`src/design/dbau_pkg.sv`:
```
`default_nettype none

package dbau_pkg;

  // Fixed field widths and sizes
  localparam int MAX_FDS   = 256;
  localparam int FD_W      = 8;
  localparam int PAYLOAD_W = 16;
  localparam int LIMIT_W   = 9;
  localparam int REQ_W     = 2;
  localparam int STATUS_W  = 2;

  // Request codes
  typedef enum logic [REQ_W-1:0] {
    REQ_ALLOC  = 2'd0,
    REQ_FREE   = 2'd1,
    REQ_LOOKUP = 2'd2,
    REQ_NONE   = 2'd3
  } req_t;

  // Result status codes
  typedef enum logic [STATUS_W-1:0] {
    ST_OK     = 2'd0,
    ST_NOFREE = 2'd1,
    ST_BADF   = 2'd2,
    ST_RSVD   = 2'd3
  } status_t;

  // Controller to datapath commands
  typedef struct packed {
    logic accept;   // latch the incoming transaction
    logic scan;     // examine one map word for allocate
    logic exec;     // free / lookup / unknown request step, issues payload read
    logic look;     // finish lookup with read data
    logic load;     // move result into the output register
  } dbau_cmd_t;

  // Datapath to controller status
  typedef struct packed {
    req_t new_req;  // request type at the input
    req_t req;      // latched request type
    logic hit;      // current map word has a free bit
    logic last;     // current map word is the last one
    logic out_free; // output register can take a result
  } dbau_sts_t;

endpackage

`default_nettype wire

```
`src/design/dbau_ctrl.sv`:
```
`default_nettype none

module dbau_ctrl (
  input  wire logic            clk,
  input  wire logic            rst_n,
  input  wire logic            in_tvalid,
  output logic                 in_tready,
  input  dbau_pkg::dbau_sts_t  sts,
  output dbau_pkg::dbau_cmd_t  cmd
);
  import dbau_pkg::*;

  typedef enum logic [4:0] {
    S_IDLE   = 5'b00001,
    S_SCAN   = 5'b00010,
    S_EXEC   = 5'b00100,
    S_LOOK   = 5'b01000,
    S_FINISH = 5'b10000
  } state_t;

  state_t state_r, state_nxt;

  assign in_tready = (state_r == S_IDLE);

  // Next state and commands
  always_comb begin
    state_nxt = state_r;
    cmd       = '0;
    unique case (state_r)
      S_IDLE: begin
        if (in_tvalid) begin
          cmd.accept = 1'b1;
          state_nxt  = (sts.new_req == REQ_ALLOC) ? S_SCAN : S_EXEC;
        end
      end
      S_SCAN: begin
        cmd.scan = 1'b1;
        if (sts.hit || sts.last) state_nxt = S_FINISH;
      end
      S_EXEC: begin
        cmd.exec  = 1'b1;
        state_nxt = (sts.req == REQ_LOOKUP) ? S_LOOK : S_FINISH;
      end
      S_LOOK: begin
        cmd.look  = 1'b1;
        state_nxt = S_FINISH;
      end
      S_FINISH: begin
        if (sts.out_free) begin
          cmd.load  = 1'b1;
          state_nxt = S_IDLE;
        end
      end
      default: state_nxt = S_IDLE;
    endcase
  end

  always_ff @(posedge clk) begin
    if (!rst_n) begin
      state_r <= S_IDLE;
    end else begin
      state_r <= state_nxt;
    end
  end

endmodule

`default_nettype wire

```
`config.mk`:
```
export PLATFORM = sky130hd
export DESIGN_NAME = dbau_ctrl
export DESIGN_NICKNAME = d
export VERILOG_FILES = /design/src/design/dbau_pkg.sv /design/src/design/dbau_ctrl.sv
export SDC_FILE = /design/constraint.sdc
export NUM_CORES = 1
export LEC_CHECK = 0
export ABC_AREA = 1
export BUFFER_PORTS_ARGS = -buffer_cell sky130_fd_sc_hd__buf_2
export CAP_MARGIN = 20
export CORE_AREA = 2 2 39 41
export DETAILED_ROUTE_END_ITERATION = 10
export DIE_AREA = 0 0 41 43
export GPL_ROUTABILITY_DRIVEN = 0
export PLACE_DENSITY = 0.63
export SYNTH_ARGS = -nofsm -noshare
export SYNTH_HDL_FRONTEND = slang
export SYNTH_SLANG_ARGS = --single-unit
export TNS_END_PERCENT = 1
```
`constraint.sdc`:
```
create_clock -name clk -period 2.7 [get_ports clk]
set_input_delay 0.27 -clock clk [delete_from_list [all_inputs] [get_ports clk]]
set_output_delay 0.27 -clock clk [all_outputs]
set_load 0.05 [all_outputs]
```
==> results summary <==
The flow ran to the end, and the final reports show no timing, DRC or antenna violations. The final-report setup violation count came out at 0. The global-route wire length before repair came out at 1.17 mm. The design draws about 480 uW.

Summing all placed instances gives a cell area of about 470 um2. After detailed routing, the number of remaining DRC violations is 0. Hold repair after CTS inserted 0 buffers.

The worst slew margin relative to its limit is 83.5%. The count of antenna-violating nets left after detailed routing came out at 0. For the worst setup path, the data required time is approximately 2.4 ns. The post-route cell area came out at 495 um2.

The max-cap check violation count is 0. The worst setup path is launched from a flop. The adder-cell area share of the yosys netlist is 0%.

The core region is between 1000 and 1500 um2. Counting every instance in the synthesized netlist gives 57. In the final layout, the multi-input gates occupy 221 um2. The post-route clock skew is 0.00135 ns. The analysis attributes to cell leakage a power of just under 0.0003 uW. The critical path arrival is 1.28 ns.

IR analysis of the VDD net gives a maximum drop of 0.407 mV. The worst setup path is captured at a primary output. The post-CTS resize count is 0. The total routed wirelength is 764 um. The synthesis-stage register bit count came out at 5. The filler cells instantiated in the layout total 150. Power spread over the standard cell area amounts to between 900 and 1000 nW/um2. The total number of yosys warnings came out at 0. The number of nets in the layout came out at 87.

The signed area change from the synthesized netlist to the final layout came out at 32.4%. Dividing the detail-routed wire length by the instance count gives approximately 8.3 um. The post-synthesis cell area came out at 374 um2. The maximum fanout count along the critical path came out at 3. The maximum number of pins on one net before global-route repair came out at 8. The total negative setup slack came out at 0 ns.

The insertion delay to the later sink of the worst-skew pair came out at 0.24 ns. The count of standard-cell rows is 14. The via count of the first global-routing pass came out at approximately 320. The number of pins exceeding their max-slew limit in the final report is 0. The number of iterations in the first detailed-routing pass is 4.

The HPWL after detailed placement is 675 um. The highest attainable clock frequency came out at roughly 650 MHz. The classification of the worst-slack hold path is in2reg. Pin placement for this block handled 16 I/O pins. The count of buffers added by post-CTS timing repair for setup is 0. The total number of vias came out at ~400. The fraction of final layout cells with drive strength greater than 1 came out at between 40% and 50%. Multiplexer cells account for 0% of the synthesized area. The register containing the most flip-flops in the final layout is state_r. The TritonCTS buffer count is 3.

The classification of the worst setup path is reg2out. Leaving out fill and tap cells, the most frequent cells in the layout are buf_2 (15), inv_1 (11), nor2_1 (8). At the pin with the least slew margin, the transition time is between 0.2 and 0.25 ns. Leaving out fill and tap cells, the most frequent cell in the layout is buf_2. Setup repair after global routing left no endpoint under its margin. The maximum clock insertion buffer count came out at 2. The number of H-tree levels is 1. After the flow finishes, the layout carries non-filler instances totaling about 90. The area fraction in compound gates after synthesis is around 3.3%. The post-synth net total is 67.

The number of I/O port buffers came out at 15. Measured along the x axis, the die boundary spans 41 um. The overall die area came out at roughly 1800 um2. For this run, the total global-route usage over all layers was measured as 9.96%.

After Yosys synthesis, XOR and XNOR cells account for 0% of the synthesized area. The initial utilization of the core area, before any placement, comes to 27.0%. The final period utilization is 57.3%. The post-detailed-route via-to-cell ratio came out at 4.43.

Clock tree synthesis selected as its root buffer the cell clkbuf_4. The area taken by flip-flops and latches came out at 100 um2. The register area share after synthesis came out at 26.8%. The mean instance size in the synthesized netlist is roughly 6.6 um2. The final hold violation count came to 0. The initial antenna violation count is 0.

The simple logic cell fraction of the synthesized area is 55.9%. The final global-route overflow total is 0. The largest registers in the layout are state_r: 5 flops. The number of clock sinks came out at 5. The flip-flop count of the largest register after layout came out at 5. The distinct cell type count after synthesis came out at 16. The time the worst path needs with I/O delays and setup is 1.55 ns. The height of the die is between 40 and 50 um.

For this block, the initial DRC count from the detailed router was 3. The TritonCTS clock tree is yes. The combinational family with the most area after synthesis is simple AND/OR/NAND/NOR gates. The total inserted antenna cells came out at 0.

Clock-pin slew was measured on the worst setup and hold paths at 0.04 ns. The cell count after placement came out at 88.
[through the flow]
stage | setup WS, ns | hold slack (ns) | util (%)
2_1_floorplan | 1.14 | 0.354 | -
3_3_place_gp | 1.40 | 0.506 | 33.9
3_5_place_dp | 1.41 | 0.511 | 33.9
4_1_cts | 1.14 | 0.265 | 35.8
5_1_grt | 1.06 | 0.285 | 35.8
6_report | 1.15 | 0.266 | 35.8
[layout make-up]
| class | count | area share (%) |
|---|---|---|
| Tap cell | 16 | 4.04 |
| Inverter | 14 | 10.6 |
| Multi-Input combinational cell | 38 | 44.7 |
| Timing Repair Buffer | 15 | 15.2 |
| Sequential cell | 5 | 20.2 |
| Clock buffer | 4 | 5.30 |
[path summary, 6_finish.rpt]
| path | startpoint | to | slack, ns | depth (start not counted) |
|---|---|---|---|---|
| min | rst_n | state_r[0] | 0.27 | 2 |
| min reg2reg | state_r[2] | state_r[3] | 0.65 | 4 |
| max | state_r[0] | cmd[4] | 1.15 | 5 |
| max reg2reg | state_r[0] | state_r[0] | 1.59 | 7 |
[power breakdown]
part	leakage, uW	internal [uW]	total, uW	switching, uW
sequential	0.0000410	93.4	110	16.4
combinational	0.000240	81.5	285	203
clock	0.0000150	55.8	85.8	30.0
total	0.000296	231	480	250
[worst max-delay path: stages, from the launching register on]
cell	delay [ns]
dfxtp_1	0.35
inv_1	0.06
nor2_2	0.15
nand3_2	0.12
nor2_1	0.09
buf_2	0.26
[per-layer routing]
metal | track usage [%] | vias up | part of all wire [%] | routed length (um)
met4 | 8.00 | 0 | 2.0 | 15
met2 | 15.0 | 16 | 48 | 363
li1 | - | 219 | - | -
met3 | 1.57 | 2 | 5.4 | 41
met1 | 11.7 | 171 | 45 | 344
met5 | 0 | - | 0 | 0
[logic make-up after synthesis]
| family | Yosys count |
|---|---|
| buf+inv | 14 |
| compound gates | 2 |
| simple gates | 36 |
| flops | 5 |
[Yosys cell counts]
| cell | count | area, um2 |
|---|---|---|
| nor3_2 | 1 | 10.0 |
| nor2_4 | 1 | 11.3 |
| nand2_2 | 1 | 6.26 |
| nor3_1 | 1 | 5.00 |
| nand3_1 | 5 | 25.0 |
| nand4_1 | 4 | 25.0 |
| nand2_1 | 6 | 22.5 |
| nand3_2 | 3 | 30.0 |
| dfxtp_1 | 5 | 100 |
| inv_1 | 11 | 41.3 |
| nor2_2 | 5 | 31.3 |
| inv_2 | 3 | 11.3 |
| o21bai_1 | 1 | 7.51 |
| nor2_1 | 8 | 30.0 |
| o21ai_1 | 1 | 5.00 |
| nand4_2 | 1 | 12.5 |
Power figures use the tool's default switching activity.
